==> config.mk <==
export PLATFORM = sky130hd
export DESIGN_NAME = rgb_led_pwm_command_controller
export DESIGN_NICKNAME = d
export VERILOG_FILES = /design/src/hw/rtl/rlpc_pkg.sv /design/src/hw/rtl/rlpc_core.sv /design/src/hw/rtl/rgb_led_pwm_command_controller.sv
export SDC_FILE = /design/constraint.sdc
export NUM_CORES = 1
export LEC_CHECK = 0
export ABC_AREA = 1
export BUFFER_PORTS_ARGS = -buffer_cell sky130_fd_sc_hd__buf_2
export CORE_MARGIN = 4
export CORE_UTILIZATION = 25
export DETAILED_ROUTE_END_ITERATION = 12
export GPL_ROUTABILITY_DRIVEN = 0
export GPL_TIMING_DRIVEN = 0
export HOLD_SLACK_MARGIN = 0.06
export PLACE_DENSITY = 0.47
export SETUP_SLACK_MARGIN = 0.1
export SLEW_MARGIN = 40
export SYNTH_ARGS = -nofsm -noshare
export SYNTH_HDL_FRONTEND = slang
export SYNTH_SLANG_ARGS = --single-unit
==> constraint.sdc <==
create_clock -name clk -period 6.3 [get_ports clk]
set_clock_uncertainty 0.1 [all_clocks]
set_input_delay 0.315 -clock clk [delete_from_list [all_inputs] [get_ports clk]]
set_output_delay 0.315 -clock clk [all_outputs]
set_load 0.005 [all_outputs]
==> src/hw/rtl/rlpc_pkg.sv <==
// Shared types and constants for the RGB LED PWM command controller.
// No dependencies; imported by rlpc_core and the top level.
`timescale 1ns / 1ps

package rlpc_pkg;

    localparam int DUTY_W  = 7;   // duty, ramp level and PWM phase width
    localparam int VALUE_W = 34;  // delay and reported value width

    localparam logic [DUTY_W-1:0]  DUTY_MAX    = 7'd100;
    localparam logic [DUTY_W-1:0]  RAMP_TOP    = 7'd100;
    localparam logic [VALUE_W-1:0] DELAY_RESET = 34'd100000;

    localparam logic [7:0] ASCII_ZERO = 8'h30;
    localparam logic [7:0] ASCII_ONE  = 8'h31;
    localparam logic [7:0] CH_R = 8'h52;
    localparam logic [7:0] CH_G = 8'h47;
    localparam logic [7:0] CH_B = 8'h42;
    localparam logic [7:0] CH_A = 8'h41;
    localparam logic [7:0] CH_E = 8'h45;
    localparam logic [7:0] CH_N = 8'h4E;
    localparam logic [7:0] CH_F = 8'h46;

    localparam logic [2:0] ST_TICK       = 3'd0;
    localparam logic [2:0] ST_DUTY_SET   = 3'd1;
    localparam logic [2:0] ST_EFFECT_ON  = 3'd2;
    localparam logic [2:0] ST_EFFECT_OFF = 3'd3;
    localparam logic [2:0] ST_DELAY_SET  = 3'd4;
    localparam logic [2:0] ST_BAD_CHAN   = 3'd5;
    localparam logic [2:0] ST_BAD_VALUE  = 3'd6;

    typedef struct packed {
        logic       mode;
        logic [7:0] target_char;
        logic [7:0] first_char;
        logic [7:0] second_char;
        logic [7:0] third_char;
    } item_t;

    typedef struct packed {
        logic               red_on;
        logic               green_on;
        logic               blue_on;
        logic [2:0]         status;
        logic [VALUE_W-1:0] reported_value;
    } result_t;

    // 10^e for e in 0..9
    function automatic logic [VALUE_W-1:0] pow10(input logic [3:0] e);
        logic [VALUE_W-1:0] r;
        begin
            unique case (e)
                4'd0:    r = 34'd1;
                4'd1:    r = 34'd10;
                4'd2:    r = 34'd100;
                4'd3:    r = 34'd1000;
                4'd4:    r = 34'd10000;
                4'd5:    r = 34'd100000;
                4'd6:    r = 34'd1000000;
                4'd7:    r = 34'd10000000;
                4'd8:    r = 34'd100000000;
                4'd9:    r = 34'd1000000000;
                default: r = '0;
            endcase
            return r;
        end
    endfunction

endpackage

==> src/hw/rtl/rlpc_core.sv <==
// Controller state and the single-pass next-state / result logic.
// Depends on rlpc_pkg.
`timescale 1ns / 1ps

module rlpc_core #(
    parameter int NUM_CHANNELS = 3,
    parameter int PWM_STEPS    = 100,
    parameter int TICK_US      = 100
) (
    input  logic            clk,
    input  logic            rst_n,
    input  logic            fire,
    input  rlpc_pkg::item_t item,
    output rlpc_pkg::result_t res
);
    import rlpc_pkg::*;

    localparam int CW = (NUM_CHANNELS > 1) ? $clog2(NUM_CHANNELS) : 1;
    localparam logic [CW-1:0]     LAST_CH  = CW'(NUM_CHANNELS - 1);
    localparam logic [DUTY_W-1:0] LAST_PH  = DUTY_W'(PWM_STEPS - 1);
    localparam logic [VALUE_W-1:0] TICK_V  = VALUE_W'(TICK_US);

    typedef struct packed {
        logic [DUTY_W-1:0] level;
        logic              falling;
    } ramp_t;

    function automatic ramp_t advance_ramp(input ramp_t r);
        ramp_t n;
        begin
            n = r;
            if (!r.falling) begin
                if (r.level >= RAMP_TOP) n.falling = 1'b1;
                else                     n.level   = r.level + 1'b1;
            end
            else begin
                if (r.level == '0) n.falling = 1'b0;
                else               n.level   = r.level - 1'b1;
            end
            return n;
        end
    endfunction

    function automatic logic is_digit(input logic [7:0] ch);
        return (ch >= ASCII_ZERO) && (ch <= ASCII_ZERO + 8'd9);
    endfunction

    logic [DUTY_W-1:0]       duty_reg [NUM_CHANNELS];
    logic [DUTY_W-1:0]       duty_next [NUM_CHANNELS];
    logic [NUM_CHANNELS-1:0] en_reg, en_next;
    logic [NUM_CHANNELS-1:0] led_reg, led_next;
    logic [VALUE_W-1:0]      delay_reg, delay_next;
    logic [VALUE_W-1:0]      wait_reg, wait_next;
    logic [DUTY_W-1:0]       phase_reg, phase_next;
    ramp_t                   ramp_reg, ramp_next;
    logic [CW-1:0]           rc_reg, rc_next;

    // effect search
    logic          found_hi;
    logic [CW-1:0] hi_idx, lo_idx, sel;
    ramp_t         ramp_pre;

    // command decode
    logic                    all_ch, chan_ok;
    int unsigned             tgt;
    logic [NUM_CHANNELS-1:0] mask;
    logic [3:0]              dig_b, dig_d;
    logic [DUTY_W:0]         duty_raw;
    logic [DUTY_W-1:0]       duty_val;
    logic [VALUE_W-1:0]      delay_val;
    logic [2:0]              status;
    logic [VALUE_W-1:0]      value;
    logic [2:0]              led3;

    always_comb
    begin
        duty_next  = duty_reg;
        en_next    = en_reg;
        led_next   = led_reg;
        delay_next = delay_reg;
        wait_next  = wait_reg;
        phase_next = phase_reg;
        ramp_next  = ramp_reg;
        rc_next    = rc_reg;
        status     = ST_TICK;
        value      = '0;

        // next enabled channel at or past the ramp position, else first enabled
        found_hi = 1'b0;
        hi_idx   = '0;
        lo_idx   = '0;
        for (int c = NUM_CHANNELS - 1; c >= 0; c--)
        begin
            if (en_reg[c]) begin
                lo_idx = CW'(c);
                if (CW'(c) >= rc_reg) begin
                    hi_idx   = CW'(c);
                    found_hi = 1'b1;
                end
            end
        end
        ramp_pre = found_hi ? ramp_reg : advance_ramp(ramp_reg);
        sel      = found_hi ? hi_idx : lo_idx;

        // target decode
        all_ch = 1'b0;
        tgt    = 0;
        chan_ok = 1'b1;
        unique case (item.target_char)
            CH_R:    tgt = 0;
            CH_G:    tgt = 1;
            CH_B:    tgt = 2;
            CH_A:    all_ch = 1'b1;
            default: chan_ok = 1'b0;
        endcase
        if (!all_ch && tgt >= NUM_CHANNELS) chan_ok = 1'b0;
        for (int i = 0; i < NUM_CHANNELS; i++)
        begin
            mask[i] = all_ch || (tgt == i);
        end

        dig_b     = 4'(item.second_char - ASCII_ZERO);
        dig_d     = 4'(item.third_char - ASCII_ZERO);
        delay_val = VALUE_W'({30'b0, dig_b} * pow10(dig_d));
        duty_raw  = ((item.first_char == ASCII_ONE) ? 8'd100 : 8'd0)
                    + ({4'b0, dig_b} * 8'd10) + {4'b0, dig_d};
        duty_val  = (duty_raw > {1'b0, DUTY_MAX}) ? DUTY_MAX : duty_raw[DUTY_W-1:0];

        if (fire) begin
            if (!item.mode) begin
                for (int c = 0; c < NUM_CHANNELS; c++)
                begin
                    led_next[c] = phase_reg < duty_reg[c];
                end
                phase_next = (phase_reg == LAST_PH) ? '0 : phase_reg + 1'b1;

                if (wait_reg > TICK_V) begin
                    wait_next = wait_reg - TICK_V;
                end
                else if (en_reg == '0) begin
                    wait_next = '0;
                end
                else begin
                    duty_next[sel] = ramp_pre.level;
                    if (sel == LAST_CH) begin
                        rc_next   = '0;
                        ramp_next = advance_ramp(ramp_pre);
                    end
                    else begin
                        rc_next   = sel + 1'b1;
                        ramp_next = ramp_pre;
                    end
                    wait_next = delay_reg;
                end
            end
            else if (!chan_ok) begin
                status = ST_BAD_CHAN;
            end
            else if (item.first_char == CH_E) begin
                if (item.second_char == CH_N || item.second_char == CH_F) begin
                    for (int c = 0; c < NUM_CHANNELS; c++)
                    begin
                        if (mask[c]) en_next[c] = (item.second_char == CH_N);
                    end
                    status = (item.second_char == CH_N) ? ST_EFFECT_ON : ST_EFFECT_OFF;
                end
                else if (is_digit(item.second_char) && is_digit(item.third_char)) begin
                    delay_next = delay_val;
                    value      = delay_val;
                    status     = ST_DELAY_SET;
                end
                else begin
                    status = ST_BAD_VALUE;
                end
            end
            else if ((item.first_char == ASCII_ZERO || item.first_char == ASCII_ONE)
                     && is_digit(item.second_char) && is_digit(item.third_char)) begin
                for (int c = 0; c < NUM_CHANNELS; c++)
                begin
                    if (mask[c]) duty_next[c] = duty_val;
                end
                value  = VALUE_W'(duty_val);
                status = ST_DUTY_SET;
            end
            else begin
                status = ST_BAD_VALUE;
            end
        end

        led3 = '0;
        for (int c = 0; c < NUM_CHANNELS; c++)
        begin
            led3[c] = led_next[c];
        end
        res.red_on         = led3[0];
        res.green_on       = led3[1];
        res.blue_on        = led3[2];
        res.status         = status;
        res.reported_value = value;
    end

    always_ff @(posedge clk or negedge rst_n)
    begin
        if (!rst_n) begin
            for (int c = 0; c < NUM_CHANNELS; c++)
            begin
                duty_reg[c] <= '0;
            end
            en_reg    <= '0;
            led_reg   <= '0;
            delay_reg <= DELAY_RESET;
            wait_reg  <= '0;
            phase_reg <= '0;
            ramp_reg  <= '0;
            rc_reg    <= '0;
        end
        else begin
            duty_reg  <= duty_next;
            en_reg    <= en_next;
            led_reg   <= led_next;
            delay_reg <= delay_next;
            wait_reg  <= wait_next;
            phase_reg <= phase_next;
            ramp_reg  <= ramp_next;
            rc_reg    <= rc_next;
        end
    end

endmodule

==> src/hw/rtl/rgb_led_pwm_command_controller.sv <==
// Top level of the RGB LED PWM command controller: input and result registers.
// Depends on rlpc_pkg and rlpc_core.
`timescale 1ns / 1ps

// Usage
//   Input channel: one beat is a timer tick (mode = 0) or a four-character
//   ASCII command (mode = 1: channel letter, then duty digits, or E with
//   N / F / delay digit and exponent). A beat is taken on a clock edge with
//   in_valid high and in_stall low.
//   Output channel: exactly one result beat per input beat, in order: the
//   three LED drive levels after the beat, a status code and the duty or
//   delay just set (zero otherwise). Taken when out_valid high, out_stall low.
//   Pipeline: from the accepting edge, the input register, then the result
//   register. Throughput: one beat per cycle while out_stall is low; the
//   state update is a single pass of shallow logic, the delay being a 4-bit
//   by 34-bit product against a power-of-ten table.
//   Stall: the result register holds while out_stall is high; the input
//   register still takes one more beat, after which in_stall follows
//   out_stall until the result is taken.
//   Reset (rst_n low, asynchronous): both registers empty, duties and
//   enables cleared, effect delay 100000 us, PWM phase, ramp and wait zero.
module rgb_led_pwm_command_controller #(
    parameter int NUM_CHANNELS = 3,
    parameter int PWM_STEPS    = 100,
    parameter int TICK_US      = 100
) (
    input  logic        clk,
    input  logic        rst_n,

    input  logic        in_valid,
    output logic        in_stall,
    input  logic        mode,
    input  logic [7:0]  target_char,
    input  logic [7:0]  first_char,
    input  logic [7:0]  second_char,
    input  logic [7:0]  third_char,

    output logic        out_valid,
    input  logic        out_stall,
    output logic        red_on,
    output logic        green_on,
    output logic        blue_on,
    output logic [2:0]  status,
    output logic [33:0] reported_value
);
    import rlpc_pkg::*;

    item_t   item_reg;
    logic    item_valid_reg, item_valid_next;
    result_t res_reg, res_next;
    logic    res_valid_reg, res_valid_next;
    logic    advance;
    logic    accept;

    // Item moves into the result register when that register is free or draining.
    assign advance  = item_valid_reg && (!res_valid_reg || !out_stall);
    assign in_stall = item_valid_reg && !advance;
    assign accept   = in_valid && !in_stall;

    rlpc_core #(
        .NUM_CHANNELS (NUM_CHANNELS),
        .PWM_STEPS    (PWM_STEPS),
        .TICK_US      (TICK_US)
    ) u_core (
        .clk   (clk),
        .rst_n (rst_n),
        .fire  (advance),
        .item  (item_reg),
        .res   (res_next)
    );

    always_comb
    begin
        item_valid_next = item_valid_reg;
        if (accept)       item_valid_next = 1'b1;
        else if (advance) item_valid_next = 1'b0;

        res_valid_next = res_valid_reg;
        if (advance)         res_valid_next = 1'b1;
        else if (!out_stall) res_valid_next = 1'b0;
    end

    always_ff @(posedge clk or negedge rst_n)
    begin
        if (!rst_n) begin
            item_valid_reg <= 1'b0;
            res_valid_reg  <= 1'b0;
        end
        else begin
            item_valid_reg <= item_valid_next;
            res_valid_reg  <= res_valid_next;
        end
    end

    // payload registers, no reset
    always_ff @(posedge clk)
    begin
        if (accept) begin
            item_reg.mode        <= mode;
            item_reg.target_char <= target_char;
            item_reg.first_char  <= first_char;
            item_reg.second_char <= second_char;
            item_reg.third_char  <= third_char;
        end
        if (advance) begin
            res_reg <= res_next;
        end
    end

    assign out_valid      = res_valid_reg;
    assign red_on         = res_reg.red_on;
    assign green_on       = res_reg.green_on;
    assign blue_on        = res_reg.blue_on;
    assign status         = res_reg.status;
    assign reported_value = res_reg.reported_value;

endmodule
==> out/results.tsv <==
metric	value	unit
TritonCTS clock tree	yes	
row count	89	
CTS Buffer Depth	3	
Post-route DRC	0	
CP dominant cell by count	nand2_1	
Final Util	29.8	%
Tmin final	5080	ps
Reg2Reg Capture Point	reported_value[33]$_SDFFCE_PP0P_	
critical path capture point type	register	
maxcap violations	0	
max-slew violation count	0	
HP Class	in -> reg	
worst-skew pair later-pin latency	550	ps
#FFs+latches synth	210	
Initial Util	25.3	%
clk sink count	210	
Lkg Pwr	8.42	nW
Post-CTS Hold Buffers	35	
die height	252	um
status	finished clean	
crit share post-route	80.7	%
postcts setup bufs	0	
final net count	2209	
CP Max Fanout	10	
DP HPWL	34.3	mm
sequential element share of the synthesized area	37.0	%
Layout area overhead	18.0	%
vias in the first global route	13000	
worst reg-to-reg path cell count	19	
Critical R2R Launch	item_reg[10]$_DFFE_PP_	
1st-iter DRT viols	836	
Crit path required time	6440	ps
worst setup path endpoint	reported_value[33]$_SDFFCE_PP0P_	
IO buf count	78	
Switching Fraction	32.6	%
CP peak stage delay	610	ps
Yosys cell types	62	
CP Launch Type	register	
first-pass GRT wire length	70.7	mm
core footprint	59000	sq um
CP delay by family, top	adder cells	
unrepaired setup endpoints after global routing	false	
detail-routed via count per cell	4.47	
warning count from the yosys run	0	
pwr/cell area	244	nW/um^2
CP max-delay cell	fa_1	
prevailing post-synth register cell	dfrtp_1	
Slew Limit Headroom	52.8	%
via count	12600	
largest net degree at the start of global routing	60	
setup_tns	0	ps
Worst Tran Pin Value	708	ps
flop-to-flop setup slack	1220	ps
Clock transition at path regs	60	ps
Levels on crit path	19	
Post-Syn Area per Cell	7.89	sq um
Final Power	4.29	mW
Gate Count Post-Synth	1889	
Final Setup Violations	0	
Logic pwr share	24.3	%
type of the worst setup path	reg -> reg	
Worst EP arrival	5220	ps
critical-path cell list	clkbuf_1 > clkbuf_1 > nand2_1 > fa_1 > fa_1 > inv_1 > ha_1 > nand3_1 > nand2_1 > a21oi_1 > inv_1 > nand2_1 > nand2_1 > nand2_1 > nand2_1 > nand3_1 > nand2_1 > xnor2_1 > nor2_1	
GRT Total Usage	13.7	%
drt pass-1 iters	5	
NetSw	1.40	mW
Root Driver	clkbuf_16	
Clk pwr share	35.8	%
CTS Buf Count	24	
highest clock rate	197	MHz
Bufs and invs on worst path	4	
H-tree depth	1	
Die W	252	um
I/O pin count	79	
cell internal pwr	2.89	mW
final wirelength	43.3	mm
Ant. Diodes	0	
Flop pwr share	39.9	%
initial antenna violation count	0	
gr ovfl total	0	
Die ar.	63600	sq um
Routed Antenna Nets	0	
Post-synth EDFFs	73	
Crit. Startpoint	item_reg[10]$_DFFE_PP_	
wire per inst	15.3	um
layout cell share with drive strength beyond 1	10.4	%
FFs w/ async S/R, synth	54.3	%
Cell Area, Synth	14900	sq um
Final Hold Fails	0	
post-cts resize count	0	
Max VDD drop	0.000176	V
Syn Nets	2066	
[worst min-delay path, cell delays in order]
cell and delay (ps):
buf_2 100, nand2_1 210, nand2_1 110
[metrics by stage]
step / worst slack (ps) / std cells / area [sq um] / hold slack (ps)
CTS: 1150 / 2823 / 17600 / 112
finish: 1220 / 2823 / 17600 / 129
detailed placement: 1180 / 2744 / 16400 / 205
floorplan: 2270 / 1889 / 14900 / -80.6
global placement: 1210 / 2740 / 16300 / 363
global route: 856 / 2823 / 17600 / 166
[cell usage after synthesis (all sizes together), types with 4 or more instances]
| cell type | n | area share, % |
|---|---|---|
| nand4 | 20 | 0.92 |
| o21ai | 166 | 5.6 |
| a21oi | 88 | 3.2 |
| nand2 | 453 | 12 |
| dfstp | 6 | 1.1 |
| xor2 | 19 | 1.1 |
| ha | 80 | 6.7 |
| edfxtp | 73 | 15 |
| xnor2 | 20 | 1.2 |
| nand3 | 99 | 3.4 |
| nor2 | 173 | 5.2 |
| o31ai | 4 | 0.20 |
| inv | 341 | 8.6 |
| nor4 | 11 | 0.56 |
| o21bai | 9 | 0.45 |
| nor3 | 22 | 0.84 |
| a22oi | 4 | 0.20 |
| a31oi | 12 | 0.55 |
| clkbuf | 15 | 0.38 |
| dfrtp | 108 | 18 |
| dfxtp | 23 | 3.1 |
| fa | 60 | 8.1 |
| o21a | 10 | 0.50 |
| o211ai | 6 | 0.30 |
| a21o | 10 | 0.50 |
| buf | 33 | 1.5 |
[cells by family (layout without fill, tap and decap cells)]
family	count (synthesis)	count (layout)	share of synthesized area [%]
buffers and inverters	390	551	10.5
and+or+nand+nor	787	787	23.1
adders and majority gates	140	140	14.8
DFF	210	210	37.0
AOI/OAI and AO/OA	323	323	12.4
xor gates and xnor gates	39	39	2.29
[placed cells by master, fill, tap and decap left out, types with 20 or more instances in the layout]
cell type / instances
a21oi_1: 84
buf_2: 88
clkbuf_16: 25
dfrtp_1: 108
dfxtp_1: 23
dlygate4sd3_1: 35
edfxtp_1: 73
fa_1: 60
ha_1: 80
inv_1: 327
nand2_1: 442
nand3_1: 96
nor2_1: 155
o21ai_0: 118
o21ai_1: 47
xnor2_1: 20
[worst min-delay path by stage]
stage	startpoint	to	slack [ps]	cells past startpoint
6_report	in_valid	item_valid_reg$_DFFE_PN0P_	130	3
5_1_grt	in_valid	item_valid_reg$_DFFE_PN0P_	170	3
4_1_cts	in_valid	item_valid_reg$_DFFE_PN0P_	110	3
3_5_place_dp	rst_n	u_core.led_reg[0]$_DFF_PN0_	200	1
3_3_place_gp	item_valid_reg$_DFFE_PN0P_	out_valid$_DFFE_PN0P_	360	2
2_1_floorplan	rst_n	item_valid_reg$_DFFE_PN0P_	-80	0
[layer usage]
metal / vias up / track usage, % / wire [um]
met5: - / 0 / 0
met4: 0 / 3.50 / 1010
met3: 58 / 1.87 / 1790
met2: 252 / 23.3 / 20500
met1: 5961 / 18.4 / 20000
li1: 6337 / - / -
[area by class of cell]
class,count,area [sq um]
inverter,342,1290
fill,6391,41400
sequential,210,5510
buffer,48,284
clock buffer,29,651
timing repair buffer,117,841
multi-input combinational,1289,7840
tap,773,967
clock inverter,15,209
[power groups by stage]
stage / Sequential [mW] / Combinational, mW / Clock [mW]
floorplan: 1.70 / 0.714 / 0
global placement: 1.74 / 0.994 / 0
detailed placement: 1.74 / 1.02 / 0
CTS: 1.71 / 1.05 / 1.59
global route: 1.73 / 1.21 / 1.64
finish: 1.71 / 1.04 / 1.54
Power figures use the tool's default switching activity.
